[src/design/rc_serial_frame_to_stick_state_unit_macros.svh]
// Assertion macros for the serial frame to stick state unit.
// Uses the clk and arst_n names of the module that includes it.
`ifndef RC_SERIAL_FRAME_TO_STICK_STATE_UNIT_MACROS_SVH
`define RC_SERIAL_FRAME_TO_STICK_STATE_UNIT_MACROS_SVH

// same-cycle implication
`define RCFS_ASSERT_NOW(lbl, ante, cons, msg) \
	lbl: assert property (@(posedge clk) disable iff (!arst_n) (ante) |-> (cons)) \
		else $error(msg);

// next-cycle implication
`define RCFS_ASSERT_NEXT(lbl, ante, cons, msg) \
	lbl: assert property (@(posedge clk) disable iff (!arst_n) (ante) |=> (cons)) \
		else $error(msg);

`endif

[src/design/rcfs_pkg.sv]
// Shared types and constants of the serial frame to stick state unit.
// No dependencies.
`timescale 1ns / 1ps
package rcfs_pkg;

	localparam int CH_COUNT = 5;
	localparam int CH_W = 16;
	localparam int D_W = 10;
	localparam int MAG_W = 25;
	localparam int RECIP_W = 26;
	localparam int PROD_W = MAG_W + RECIP_W;
	localparam int DIV_SHIFT = 35;
	localparam int CFG_IDX_W = 1;

	localparam logic [7:0] HDR0 = 8'h20;
	localparam logic [7:0] HDR1 = 8'h40;
	localparam logic [15:0] CHK_BASE = 16'hFFFF;
	localparam logic [15:0] CH_LO = 16'd1000;
	localparam logic [15:0] CH_HI = 16'd2000;
	localparam logic [15:0] ARM_LEVEL = 16'd1500;
	localparam logic [RECIP_W-1:0] DIV_RECIP = 26'd34359739;
	localparam logic signed [16:0] THR_COEF = 17'sd25600;
	localparam logic signed [25:0] AXIS_SCALE = 26'sd1000;
	localparam logic signed [15:0] AXIS_MIN_RST = -16'sd5120;
	localparam logic signed [15:0] AXIS_MAX_RST = 16'sd5120;
	localparam logic [CH_COUNT-1:0][CH_W-1:0] CH_RST =
		{16'd1000, 16'd1500, 16'd1000, 16'd1500, 16'd1500};

	typedef enum logic [CFG_IDX_W-1:0] {
		REG_AXIS_MIN = 1'b0,
		REG_AXIS_MAX = 1'b1
	} cfg_reg_t;

	typedef struct packed {
		logic seen;
		logic now;
		logic [CH_COUNT-1:0][CH_W-1:0] ch;
	} win_t;

	typedef struct packed {
		logic seen;
		logic now;
		logic armed;
	} flags_t;

	typedef struct packed {
		logic s2;
		logic s3;
		logic s4;
		logic s5;
	} lane_en_t;

	function automatic logic [D_W-1:0] clamp_offset(input logic [CH_W-1:0] ch);
		logic [CH_W-1:0] v;
		v = ch;
		if (v < CH_LO) v = CH_LO;
		if (v > CH_HI) v = CH_HI;
		return D_W'(v - CH_LO);
	endfunction

endpackage

[src/design/rcfs_ifs.sv]
// Channel interfaces: received byte stream, stick state results, config writes.
// Depends on rcfs_pkg.
`timescale 1ns / 1ps
interface rcfs_byte_if;
	logic valid;
	logic ready;
	logic [7:0] rx_byte;
	modport source (output valid, output rx_byte, input ready);
	modport sink (input valid, input rx_byte, output ready);
endinterface

interface rcfs_stick_if;
	logic valid;
	logic ready;
	logic frame_seen;
	logic frame_now;
	logic armed;
	logic signed [15:0] roll;
	logic signed [15:0] pitch;
	logic signed [15:0] yaw;
	logic [14:0] throttle;
	modport source (output valid, output frame_seen, output frame_now, output armed,
		output roll, output pitch, output yaw, output throttle, input ready);
	modport sink (input valid, input frame_seen, input frame_now, input armed,
		input roll, input pitch, input yaw, input throttle, output ready);
endinterface

interface rcfs_cfg_if;
	logic valid;
	logic ready;
	logic [rcfs_pkg::CFG_IDX_W-1:0] index;
	logic [15:0] data;
	modport source (output valid, output index, output data, input ready);
	modport sink (input valid, input index, input data, output ready);
endinterface

[src/design/rc_serial_frame_to_stick_state_unit.sv]
// Takes one byte per cycle while stick.ready does not stall the output stages.
// Stages: frame check and channel latch, clamp and multiply, offset, reciprocal
// multiply for the divide by 1000, sign restore and gating into the output register.
// Reset clears the byte window and checksum, loads channel defaults, clears frame_seen
// and sets the axis range to -5120..5120 in Q7.8. Config writes always accepted.
`timescale 1ns / 1ps
`include "rc_serial_frame_to_stick_state_unit_macros.svh"
module rc_serial_frame_to_stick_state_unit #(
	parameter int PACKET_BYTES = 32
) (
	input logic clk,
	input logic arst_n,
	rcfs_byte_if.sink rx,
	rcfs_stick_if.source stick,
	rcfs_cfg_if.sink cfg
);
	logic signed [15:0] axis_min_q;
	logic signed [15:0] axis_max_q;
	logic signed [16:0] span;
	logic signed [25:0] min_k;

	logic vld_s1, vld_s2, vld_s3, vld_s4, vld_s5;
	logic rdy1, rdy2, rdy3, rdy4, rdy5;
	logic take;
	rcfs_pkg::lane_en_t en;
	rcfs_pkg::win_t win_s1;
	rcfs_pkg::flags_t flg_s2, flg_s3, flg_s4, flg_s5;
	logic signed [15:0] roll_s5, pitch_s5, yaw_s5, thr_s5;
	logic sticks_zero;

	assign cfg.ready = 1'b1;

	always_ff @(posedge clk or negedge arst_n) begin
		if (!arst_n) begin
			axis_min_q <= rcfs_pkg::AXIS_MIN_RST;
			axis_max_q <= rcfs_pkg::AXIS_MAX_RST;
		end else if (cfg.valid) begin
			case (rcfs_pkg::cfg_reg_t'(cfg.index))
				rcfs_pkg::REG_AXIS_MIN: axis_min_q <= signed'(cfg.data);
				rcfs_pkg::REG_AXIS_MAX: axis_max_q <= signed'(cfg.data);
				default: ;
			endcase
		end
	end

	always_comb begin
		span = 17'(axis_max_q) - 17'(axis_min_q);
		min_k = 26'(axis_min_q) * rcfs_pkg::AXIS_SCALE;
	end

	always_comb begin
		rdy5 = !vld_s5 || stick.ready;
		rdy4 = !vld_s4 || rdy5;
		rdy3 = !vld_s3 || rdy4;
		rdy2 = !vld_s2 || rdy3;
		rdy1 = !vld_s1 || rdy2;
		take = rx.valid && rdy1;
		en.s2 = vld_s1 && rdy2;
		en.s3 = vld_s2 && rdy3;
		en.s4 = vld_s3 && rdy4;
		en.s5 = vld_s4 && rdy5;
	end

	assign rx.ready = rdy1;

	always_ff @(posedge clk or negedge arst_n) begin
		if (!arst_n) begin
			vld_s1 <= 1'b0;
			vld_s2 <= 1'b0;
			vld_s3 <= 1'b0;
			vld_s4 <= 1'b0;
			vld_s5 <= 1'b0;
		end else begin
			vld_s1 <= take || (vld_s1 && !rdy2);
			vld_s2 <= en.s2 || (vld_s2 && !rdy3);
			vld_s3 <= en.s3 || (vld_s3 && !rdy4);
			vld_s4 <= en.s4 || (vld_s4 && !rdy5);
			vld_s5 <= en.s5 || (vld_s5 && !stick.ready);
		end
	end

	always_ff @(posedge clk) begin
		if (en.s2) begin
			flg_s2.seen <= win_s1.seen;
			flg_s2.now <= win_s1.now;
			flg_s2.armed <= win_s1.seen && (win_s1.ch[4] > rcfs_pkg::ARM_LEVEL);
		end
		if (en.s3) begin
			flg_s3 <= flg_s2;
		end
		if (en.s4) begin
			flg_s4 <= flg_s3;
		end
		if (en.s5) begin
			flg_s5 <= flg_s4;
		end
	end

	rcfs_window #(
		.PACKET_BYTES(PACKET_BYTES)
	) u_window (
		.clk(clk),
		.arst_n(arst_n),
		.take(take),
		.rx_byte(rx.rx_byte),
		.win_s1(win_s1)
	);

	rcfs_lane u_roll (
		.clk(clk), .en(en), .ch_s1(win_s1.ch[0]), .coef(span), .offset(min_k),
		.keep_s4(flg_s4.armed), .res_s5(roll_s5)
	);

	rcfs_lane u_pitch (
		.clk(clk), .en(en), .ch_s1(win_s1.ch[1]), .coef(span), .offset(min_k),
		.keep_s4(flg_s4.armed), .res_s5(pitch_s5)
	);

	rcfs_lane u_yaw (
		.clk(clk), .en(en), .ch_s1(win_s1.ch[3]), .coef(span), .offset(min_k),
		.keep_s4(flg_s4.armed), .res_s5(yaw_s5)
	);

	rcfs_lane u_throttle (
		.clk(clk), .en(en), .ch_s1(win_s1.ch[2]), .coef(rcfs_pkg::THR_COEF),
		.offset(26'sd0), .keep_s4(flg_s4.armed), .res_s5(thr_s5)
	);

	assign stick.valid = vld_s5;
	assign stick.frame_seen = flg_s5.seen;
	assign stick.frame_now = flg_s5.now;
	assign stick.armed = flg_s5.armed;
	assign stick.roll = roll_s5;
	assign stick.pitch = pitch_s5;
	assign stick.yaw = yaw_s5;
	assign stick.throttle = thr_s5[14:0];

	assign sticks_zero = (stick.roll == '0) && (stick.pitch == '0) && (stick.yaw == '0) &&
		(stick.throttle == '0);

	`RCFS_ASSERT_NOW(a_now_seen, stick.valid && stick.frame_now, stick.frame_seen, "frame_now without frame_seen")
	`RCFS_ASSERT_NOW(a_arm_seen, stick.valid && stick.armed, stick.frame_seen, "armed without frame_seen")
	`RCFS_ASSERT_NOW(a_idle_zero, stick.valid && !stick.armed, sticks_zero, "sticks not zero while disarmed")
	`RCFS_ASSERT_NOW(a_thr_max, stick.valid, stick.throttle <= 15'd25600, "throttle above full scale")
	`RCFS_ASSERT_NEXT(a_s1_hold, vld_s1 && !rdy2, vld_s1 && $stable(win_s1), "first stage lost or changed while stalled")
endmodule

[src/design/rcfs_window.sv]
// Byte window with running checksum, frame detect and channel latch.
// Depends on rcfs_pkg.
`timescale 1ns / 1ps
module rcfs_window #(
	parameter int PACKET_BYTES = 32
) (
	input  logic clk,
	input  logic arst_n,
	input  logic take,
	input  logic [7:0] rx_byte,
	output rcfs_pkg::win_t win_s1
);
	localparam int SUM_SPAN = PACKET_BYTES - 2;
	localparam int LAST = PACKET_BYTES - 1;

	logic [PACKET_BYTES-1:0][7:0] win_q;
	logic [15:0] sum_q;
	logic [15:0] sum_d;
	logic [15:0] rx_chk;
	logic [rcfs_pkg::CH_COUNT-1:0][rcfs_pkg::CH_W-1:0] ch_q;
	logic [rcfs_pkg::CH_COUNT-1:0][rcfs_pkg::CH_W-1:0] ch_new;
	logic [rcfs_pkg::CH_COUNT-1:0][rcfs_pkg::CH_W-1:0] ch_d;
	logic seen_q;
	logic hit;

	always_comb begin
		sum_d = sum_q - 16'(win_q[0]) + 16'(win_q[SUM_SPAN]);
		rx_chk = {rx_byte, win_q[LAST]};
		hit = (win_q[1] == rcfs_pkg::HDR0) && (win_q[2] == rcfs_pkg::HDR1) &&
			((rcfs_pkg::CHK_BASE - sum_d) == rx_chk);
		for (int i = 0; i < rcfs_pkg::CH_COUNT; i++) begin
			ch_new[i] = {win_q[4 + 2 * i], win_q[3 + 2 * i]};
		end
		ch_d = hit ? ch_new : ch_q;
	end

	always_ff @(posedge clk or negedge arst_n) begin
		if (!arst_n) begin
			win_q <= '0;
			sum_q <= '0;
			ch_q <= rcfs_pkg::CH_RST;
			seen_q <= 1'b0;
		end else if (take) begin
			win_q <= {rx_byte, win_q[LAST:1]};
			sum_q <= sum_d;
			ch_q <= ch_d;
			seen_q <= seen_q | hit;
		end
	end

	always_ff @(posedge clk) begin
		if (take) begin
			win_s1.seen <= seen_q | hit;
			win_s1.now <= hit;
			win_s1.ch <= ch_d;
		end
	end
endmodule

[src/design/rcfs_lane.sv]
// One mapping lane: clamp, scale, offset, divide by 1000 toward zero, gate.
// Depends on rcfs_pkg.
`timescale 1ns / 1ps
module rcfs_lane (
	input  logic clk,
	input  rcfs_pkg::lane_en_t en,
	input  logic [rcfs_pkg::CH_W-1:0] ch_s1,
	input  logic signed [16:0] coef,
	input  logic signed [25:0] offset,
	input  logic keep_s4,
	output logic signed [15:0] res_s5
);
	logic [rcfs_pkg::D_W-1:0] d;
	logic signed [rcfs_pkg::D_W:0] ds;
	logic signed [27:0] prod_s2;
	logic signed [27:0] num;
	logic neg_s3;
	logic [rcfs_pkg::MAG_W-1:0] mag_s3;
	logic neg_s4;
	logic [rcfs_pkg::PROD_W-1:0] prod_s4;
	logic [15:0] q;
	logic [15:0] qs;

	always_comb begin
		d = rcfs_pkg::clamp_offset(ch_s1);
		ds = signed'({1'b0, d});
		num = prod_s2 + 28'(offset);
		q = prod_s4[rcfs_pkg::DIV_SHIFT +: 16];
		qs = neg_s4 ? (~q + 16'd1) : q;
	end

	always_ff @(posedge clk) begin
		if (en.s2) begin
			prod_s2 <= ds * coef;
		end
		if (en.s3) begin
			neg_s3 <= num[27];
			mag_s3 <= num[27] ? rcfs_pkg::MAG_W'(-num) : rcfs_pkg::MAG_W'(num);
		end
		if (en.s4) begin
			neg_s4 <= neg_s3;
			prod_s4 <= rcfs_pkg::PROD_W'(mag_s3) * rcfs_pkg::PROD_W'(rcfs_pkg::DIV_RECIP);
		end
		if (en.s5) begin
			res_s5 <= keep_s4 ? signed'(qs) : '0;
		end
	end
endmodule
[src/flat_wrapper.sv]
// flat-port wrapper written by rule: the top's interface ports become plain ports
module rc_serial_frame_to_stick_state_unit_flat 
#(
	parameter int PACKET_BYTES = 32
)
  (clk, arst_n, rx_valid, rx_rx_byte, rx_ready, stick_valid, stick_frame_seen, stick_frame_now, stick_armed, stick_roll, stick_pitch, stick_yaw, stick_throttle, stick_ready, cfg_valid, cfg_index, cfg_data, cfg_ready);
  rcfs_byte_if rx_i ();
  rcfs_stick_if stick_i ();
  rcfs_cfg_if cfg_i ();
  input logic clk;
  input logic arst_n;
  input wire logic [$bits(rx_i.valid)-1:0] rx_valid;
  input wire logic [$bits(rx_i.rx_byte)-1:0] rx_rx_byte;
  output wire logic [$bits(rx_i.ready)-1:0] rx_ready;
  output wire logic [$bits(stick_i.valid)-1:0] stick_valid;
  output wire logic [$bits(stick_i.frame_seen)-1:0] stick_frame_seen;
  output wire logic [$bits(stick_i.frame_now)-1:0] stick_frame_now;
  output wire logic [$bits(stick_i.armed)-1:0] stick_armed;
  output wire logic [$bits(stick_i.roll)-1:0] stick_roll;
  output wire logic [$bits(stick_i.pitch)-1:0] stick_pitch;
  output wire logic [$bits(stick_i.yaw)-1:0] stick_yaw;
  output wire logic [$bits(stick_i.throttle)-1:0] stick_throttle;
  input wire logic [$bits(stick_i.ready)-1:0] stick_ready;
  input wire logic [$bits(cfg_i.valid)-1:0] cfg_valid;
  input wire logic [$bits(cfg_i.index)-1:0] cfg_index;
  input wire logic [$bits(cfg_i.data)-1:0] cfg_data;
  output wire logic [$bits(cfg_i.ready)-1:0] cfg_ready;
  assign rx_i.valid = rx_valid;
  assign rx_i.rx_byte = rx_rx_byte;
  assign rx_ready = rx_i.ready;
  assign stick_valid = stick_i.valid;
  assign stick_frame_seen = stick_i.frame_seen;
  assign stick_frame_now = stick_i.frame_now;
  assign stick_armed = stick_i.armed;
  assign stick_roll = stick_i.roll;
  assign stick_pitch = stick_i.pitch;
  assign stick_yaw = stick_i.yaw;
  assign stick_throttle = stick_i.throttle;
  assign stick_i.ready = stick_ready;
  assign cfg_i.valid = cfg_valid;
  assign cfg_i.index = cfg_index;
  assign cfg_i.data = cfg_data;
  assign cfg_ready = cfg_i.ready;
  rc_serial_frame_to_stick_state_unit #(.PACKET_BYTES(PACKET_BYTES)) u_core (.clk(clk), .arst_n(arst_n), .rx(rx_i), .stick(stick_i), .cfg(cfg_i));
endmodule
[config.mk]
export PLATFORM = sky130hd
export DESIGN_NAME = rc_serial_frame_to_stick_state_unit_flat
export DESIGN_NICKNAME = d
export VERILOG_FILES = /design/src/design/rcfs_pkg.sv /design/src/design/rcfs_ifs.sv /design/src/design/rc_serial_frame_to_stick_state_unit.sv /design/src/design/rcfs_window.sv /design/src/design/rcfs_lane.sv /design/src/flat_wrapper.sv
export VERILOG_INCLUDE_DIRS = /design/src /design/src/design
export SDC_FILE = /design/constraint.sdc
export NUM_CORES = 2
export LEC_CHECK = 0
export ABC_AREA = 1
export BUFFER_PORTS_ARGS = -buffer_cell sky130_fd_sc_hd__buf_2
export CORE_MARGIN = 10
export CORE_UTILIZATION = 35
export DETAILED_ROUTE_END_ITERATION = 10
export PLACE_DENSITY = 0.57
export SLEW_MARGIN = 40
export SYNTH_ARGS = -nofsm -noshare
export SYNTH_HDL_FRONTEND = slang
export SYNTH_SLANG_ARGS = --single-unit
export TNS_END_PERCENT = 30
[constraint.sdc]
create_clock -name clk -period 21 [get_ports clk]
set_input_delay 0 -clock clk [delete_from_list [all_inputs] [get_ports clk]]
set_output_delay 0 -clock clk [all_outputs]
set_load 0.02 [all_outputs]
* Word-level counts from Yosys, hierarchy flattened *
Index checks and enable logic that the tools add are counted.

storage, ports and cells
  register bits after elaboration = 956
  input port bits = 30

cells by class
  $add $sub $neg = 19
  $mul = 9
  $lt $le $gt $ge = 9
  eq/ne operators = 3
  mux-type cells = 17
  bitwise operators = 6
  reduce and logical (&&, ||, !) cells = 35

operators with widths
  operator                number
  $mul 25x26->51 const B  3
  $mux 16                 7
  $mux 25                 4
  $neg 25->25             4
  $add 28x26->28          3
  $mul 11x17->28          3
  $gt 16x11->1 const B    5
  $mux 80                 1
  $lt 16x10->1 const B    4
  $mul 25x26->50 const B  1
  $add 16x1->16 const B   3
  $not 16->16             3
  $mux 10                 4
  $sub 10x10->10 const B  4
  $mul 16x8->23 const B   1
  $sub 16x16->17          1
  $add 16x8->16           1
  $eq 16x16->1            1
  $sub 16x16->16 const A  1
  $sub 16x8->16           1
  $add 15x1->15 const B   1
  $mul 10x5->15 const B   1
  $mux 15                 1
  $not 15->15             1
  other kinds (8)         39

* Logic depth before layout (Yosys ltp) *
  depth in word-level cells = 8
  gate-level depth with buffers = 41
  gate-level depth less buffers = 40

* Modules after synthesis *
A second synthesis with hierarchy kept.

second synthesis, totals
  cells, all modules = 13592
  area total of the unflattened synthesis = 114299.6 um^2

modules (own cells, without submodules)
  module                               instances  cells an instance  area each (um^2)  seq. area each (um^2)
  rcfs_lane (u_core.u_roll)            1          2700               22511.6           2612.5
  rcfs_lane (u_core.u_throttle)        1          2729               22502.8           2612.5
  rcfs_lane (u_core.u_yaw)             1          2703               22420.3           2612.5
  rcfs_lane (u_core.u_pitch)           1          2630               22310.1           2612.5
  rcfs_window                          1          2013               18433.9           11337.1
  rc_serial_frame_to_stick_state_unit  1          817                6120.9            1295.0

* Least setup slack after synthesis *
No wires, ideal clock.

  path kind = register to register
  start = register, netlist name u_core.u_window.win_s1[63]
  end = register u_core.u_yaw.prod_s2[27] (data pin)
  library setup time = 0.260 ns
  arrival time = 6.465 ns
  required time = 20.740 ns
  slack = 14.275 ns
  cell stages (with the launch flop) = 38
  clock period less this slack = 6.725 ns
  path through = edfxtp_1 nor2_1 nand2_1 nor2_2 nand3_1 nand3_1 nand2_1 nand2_1 nand2_1 nand2_1 inv_2 nand2_1 clkbuf_1 ha_1 inv_1 nand3_1 nand2_1 inv_1 (+2 left out) fa_1 inv_1 fa_1 fa_1 fa_1 inv_1 fa_1 inv_1 ha_1 nand2_1 nor4_1 nand4_1 nand3_1 nand3_1 nand2_1 nand2_1 nand2_1 xor2_1

on the way
  cells in the longest elaborated chain, start to end = 6

RTL lines
  element                 line             text
  $lt 16x10->1            rcfs_pkg.sv:56   if (v < CH_LO) v = CH_LO;
  $mux 16 *               rcfs_pkg.sv:56
  $gt 16x11->1            rcfs_pkg.sv:57   if (v > CH_HI) v = CH_HI;
  $mux 10 *               rcfs_pkg.sv:57
  $sub 10x10->10 *        rcfs_pkg.sv:58   return D_W'(v - CH_LO);
  $mul 11x17->28 *        rcfs_lane.sv:34  prod_s2 <= ds * coef;
  end signal: assignment  rcfs_lane.sv:34
  end: declaration        rcfs_lane.sv:15  logic signed [27:0] prod_s2;

Mark *: on every way between the ends. The rest lies on a longest branch, timed or not.
A chain may end at the register's enable or synchronous reset.

* Worst setup path in the final report *
  start = register, netlist name u_core.u_window.win_s1[60]
  end = register u_core.u_yaw.prod_s2[27] (data pin)

on the way
  cells in the longest elaborated chain, start to end = 6

RTL lines
  element           line
  $lt 16x10->1      rcfs_pkg.sv:56
  $mux 16 *         rcfs_pkg.sv:56
  $gt 16x11->1      rcfs_pkg.sv:57
  $mux 10 *         rcfs_pkg.sv:57
  $sub 10x10->10 *  rcfs_pkg.sv:58
  $mul 11x17->28 *  rcfs_lane.sv:34

Marks and branches as above.

==> metrics list <==
- Element type at the critical path start: register
- Worst clock skew: 0.0591 ns
- The synthesized netlist occupies a cell area of 100,000 sq um.
- The H-tree generated during clock tree synthesis spans 3 levels.
* Routability congestion estimate from global placement: 0.910
* Number of antenna violations at the first check in global routing: 5
* Number of detailed-routing iterations run before antenna repair: 5
* Reg2reg path depth: 35
* Final routed wirelength across all metal layers: 255,000 um
* EDFF count, synth: 415
* Cell with the most instances after synthesis: sky130_fd_sc_hd__nand2_1
* Sink count of the clock tree: 805
- After global routing the overflow that remains totals 0.
- Leading post-synthesis cells by cell area: sky130_fd_sc_hd__fa_1, sky130_fd_sc_hd__ha_1, sky130_fd_sc_hd__edfxtp_1, sky130_fd_sc_hd__nand2_1, sky130_fd_sc_hd__inv_1
* Die height: 555 um
- The worst pin sits at a relative slew slack of 42.4%.
- Clock latency on the worst-skew pair, taken at its later pin, is 0.74 ns.
- Max-slew violation total from the final report: 0
- Period utilization: 38.4%
- Unrepaired setup endpoints after global routing: false
- DP Worst Slack: 13.00 ns
* Required time reported for the critical path endpoint: 21.46 ns
- The setup path with the least slack is of type reg -> reg.
- The number of setup buffers added after CTS is 0.
* Post-synth net total: 14,400
- Maximum count of clock buffers along a single path: 3
- Setup slack of the worst register-to-register path: 12.94 ns
- CTS Hold Buffers Added: 33
- Area added between synthesis and finish: 8.36%
- Proportion of synthesized chip area in sequential cells: 22.2%
* Initial DRC count: 4,631
* Worst hold slack after final layout: -0.0383 ns
- Synthesis handed over a netlist of 11,800 instances.
- TritonCTS built the clock tree.
- Gates resized, CTS repair: 0
* Fraction of layout instances using a drive strength above 1: 3.47%
- Die Footprint: 308,000 sq um
- DR vias/cell: 4.75
- Max FO, Critical Path: 18
* Number of design rule violations left after detail routing: 0
- Hold worst-path end: u_core.axis_max_q[12]$_DFFE_PN1P_
* Critical hold path startpoint: cfg_index
- Multiplexer fraction of the synthesized cell area: 0%
- Fraction of synthesized cell area in xor and xnor cells: 1.93%
* Final critical delay including setup and external delays: 8.06 ns
- The endpoint identified for the worst register-to-register timing path is u_core.u_yaw.prod_s2[27]$_DFFE_PP_.
- Worst Setup Slack, final: 12.94 ns
* Class of the worst hold path: in -> reg
- The most numerous cell type found on the critical path is sky130_fd_sc_hd__nand2_1.
- CTS buffer count: 92
- Cell taking the most area after synthesis: sky130_fd_sc_hd__fa_1
* Input/output buffers: 97
- Of the post-synthesis cell area, the dominant cell type holds 24.9%.
- Critical path's largest stage delay: 0.57 ns
* Final setup fails: 0
- Cell with the largest stage delay on the worst path: sky130_fd_sc_hd__fa_1
- Share of async-settable or async-resettable flops after synthesis: 48.4%
* Die Width: 555 um
- In the final routed layout, each cell accounts on average for 16.3 um.
* Floorplan Core Area: 285,000 sq um
- After synthesis, the largest family of logic cells by area is adder cells.
* Post-Route Utilization: 38.1%
* Wire length of the first global-routing pass: 415,000 um
- The tool flagged a number of max-cap violations equal to 0.
- Number of placed I/O pins: 99
- Count of cell types in the netlist: 59
- The final reports fail on hold timing.
* Via count of the first global-routing pass: 76,200
* Top achievable clock speed: 124 MHz
* Number of nets with antenna violations after detailed routing: 0
- In this run the critical register-to-register path is launched from u_core.u_window.win_s1[60]$_DFFE_PP_.
- Adder and majority cell fraction of the synthesized area: 41.6%
* Dpl hpwl: 207,000 um
- Data arrival, critical path: 8.52 ns
- Tot GR Track Use: 16.5%
- Pin count of the biggest net entering global routing: 197
- Number of hold violations in the final report: 15
* Timing startpoint of the critical path: u_core.u_window.win_s1[60]$_DFFE_PP_
- Warnings, synthesis: 0
* # nets final: 14,400
- Across all layers, the routed design uses 74,400 vias.
- In this run the mean area of a mapped cell was 8.51 sq um.
- In the synthesized netlist the dominant register cell turns out to be sky130_fd_sc_hd__edfxtp_1.
- Post-synthesis compound-gate area fraction: 5.53%
- For the pin with the worst max-slew slack, the measured transition is 0.863 ns.
* Final TNS setup: 0 ns
- Site Rows: 196
* Synth Area in Simple Gates: 18.0%
- Nature of the critical path endpoint: register
* Number of storage elements in the synthesis netlist: 805
- The worst hold path was traced through 5 stages.
- Root Buffer Master: sky130_fd_sc_hd__clkbuf_16
- The run finished, with violations left.
- Initial Util: 35.1%
* Top post-synthesis cells by count: sky130_fd_sc_hd__nand2_1, sky130_fd_sc_hd__inv_1, sky130_fd_sc_hd__ha_1
- After clock tree synthesis, the clock-pin slew on the worst setup and hold paths is 0.06 ns.
==> per-stage QoR <==
| stage | area (sq um) | cells | hold WS, ns |
|---|---|---|---|
| 3_3_place_gp | 105000 | 15400 | 0.140 |
| 5_1_grt | 108000 | 15700 | 0.00433 |
| 2_1_floorplan | 100000 | 11800 | -0.296 |
| 3_5_place_dp | 105000 | 15500 | -0.0725 |
| 4_1_cts | 108000 | 15700 | 0.0120 |
| 6_report | 108000 | 15700 | -0.0383 |
==> state kept, by name, summed over array words and instances (netlist names), 8 cells and up <==
register / count
u_core.axis_max_q: 16
u_core.axis_min_q: 16
u_core.u_pitch.mag_s3: 25
u_core.u_pitch.prod_s2: 28
u_core.u_pitch.prod_s4: 16
u_core.u_pitch.res_s5: 16
u_core.u_roll.mag_s3: 25
u_core.u_roll.prod_s2: 28
u_core.u_roll.prod_s4: 16
u_core.u_roll.res_s5: 16
u_core.u_throttle.mag_s3: 15
u_core.u_throttle.prod_s2: 15
u_core.u_throttle.prod_s4: 15
u_core.u_throttle.res_s5: 15
u_core.u_window.ch_new: 80
u_core.u_window.ch_q: 80
u_core.u_window.rx_chk: 8
u_core.u_window.sum_q: 16
u_core.u_window.win_q: 168
u_core.u_window.win_s1: 82
u_core.u_yaw.mag_s3: 25
u_core.u_yaw.prod_s2: 28
u_core.u_yaw.prod_s4: 16
u_core.u_yaw.res_s5: 16
==> cell usage in the layout (no fill, tap or decap), types with 37 or more instances in the layout <==
cell,instances
sky130_fd_sc_hd__dfstp_2,40
sky130_fd_sc_hd__nor2_1,777
sky130_fd_sc_hd__a31oi_1,56
sky130_fd_sc_hd__o21ai_0,342
sky130_fd_sc_hd__fa_1,1247
sky130_fd_sc_hd__buf_2,97
sky130_fd_sc_hd__ha_1,1336
sky130_fd_sc_hd__a21o_1,37
sky130_fd_sc_hd__o21bai_1,44
sky130_fd_sc_hd__xor2_1,140
sky130_fd_sc_hd__clkbuf_16,95
sky130_fd_sc_hd__a21oi_1,430
sky130_fd_sc_hd__nor3_1,109
sky130_fd_sc_hd__xnor2_1,59
sky130_fd_sc_hd__nand3b_1,48
sky130_fd_sc_hd__nand3_1,344
sky130_fd_sc_hd__edfxtp_1,415
sky130_fd_sc_hd__nand4_1,272
sky130_fd_sc_hd__nand2_1,2721
sky130_fd_sc_hd__inv_1,2559
sky130_fd_sc_hd__dfrtp_1,349
==> worst max-delay path by stage <==
stage | endpoint | slack [ns] | cells after the start
2_1_floorplan | u_core.u_yaw.prod_s2[27]$_DFFE_PP_ | 14.27 | 37
3_3_place_gp | u_core.u_yaw.prod_s2[27]$_DFFE_PP_ | 12.89 | 29
3_5_place_dp | u_core.u_yaw.prod_s2[27]$_DFFE_PP_ | 13.00 | 35
4_1_cts | u_core.u_yaw.prod_s2[27]$_DFFE_PP_ | 13.01 | 35
5_1_grt | u_core.u_yaw.prod_s2[27]$_DFFE_PP_ | 12.28 | 35
6_report | u_core.u_yaw.prod_s2[27]$_DFFE_PP_ | 12.94 | 35
==> worst max-delay path: cells and delay by family, from the launching register on <==
family,cells,cell delay (ns)
xor+xnor,1,0.06
fa+ha+maj,7,3.23
buf+inv,6,0.84
flops,1,0.36
simple gates,21,3.32
==> metal layers <==
layer / GRT usage, % / up-vias / routed length (um)
li1: - / 36800 / -
met1: 22.6 / 35700 / 118000
met2: 27.6 / 1472 / 118000
met3: 1.97 / 337 / 11100
met4: 4.53 / 2 / 7660
met5: 0 / - / 13
==> kinds of logic (layout without fill, tap and decap cells) <==
family,Yosys count,after routing
other cells,1,2
buf+inv,2806,2934
xor+xnor,216,216
fa+ha+maj,2583,2583
simple gates,4351,4351
compound gates,1003,1003
flops,805,805
==> area by class of cell <==
cell class | instances | area (sq um)
inverters | 2582 | 9700
fillers | 29200 | 176000
flip-flops and latches | 805 | 22300
clock inverters | 48 | 563
repair buffers | 183 | 1390
multi-input cells | 8154 | 67300
diodes | 1 | 2.50
clock buffers | 121 | 2550
well taps | 3762 | 4710
Power is left out: the tool's default activity adds up to more than one toggle a clock period on the data nets, which glitch-free logic cannot reach.
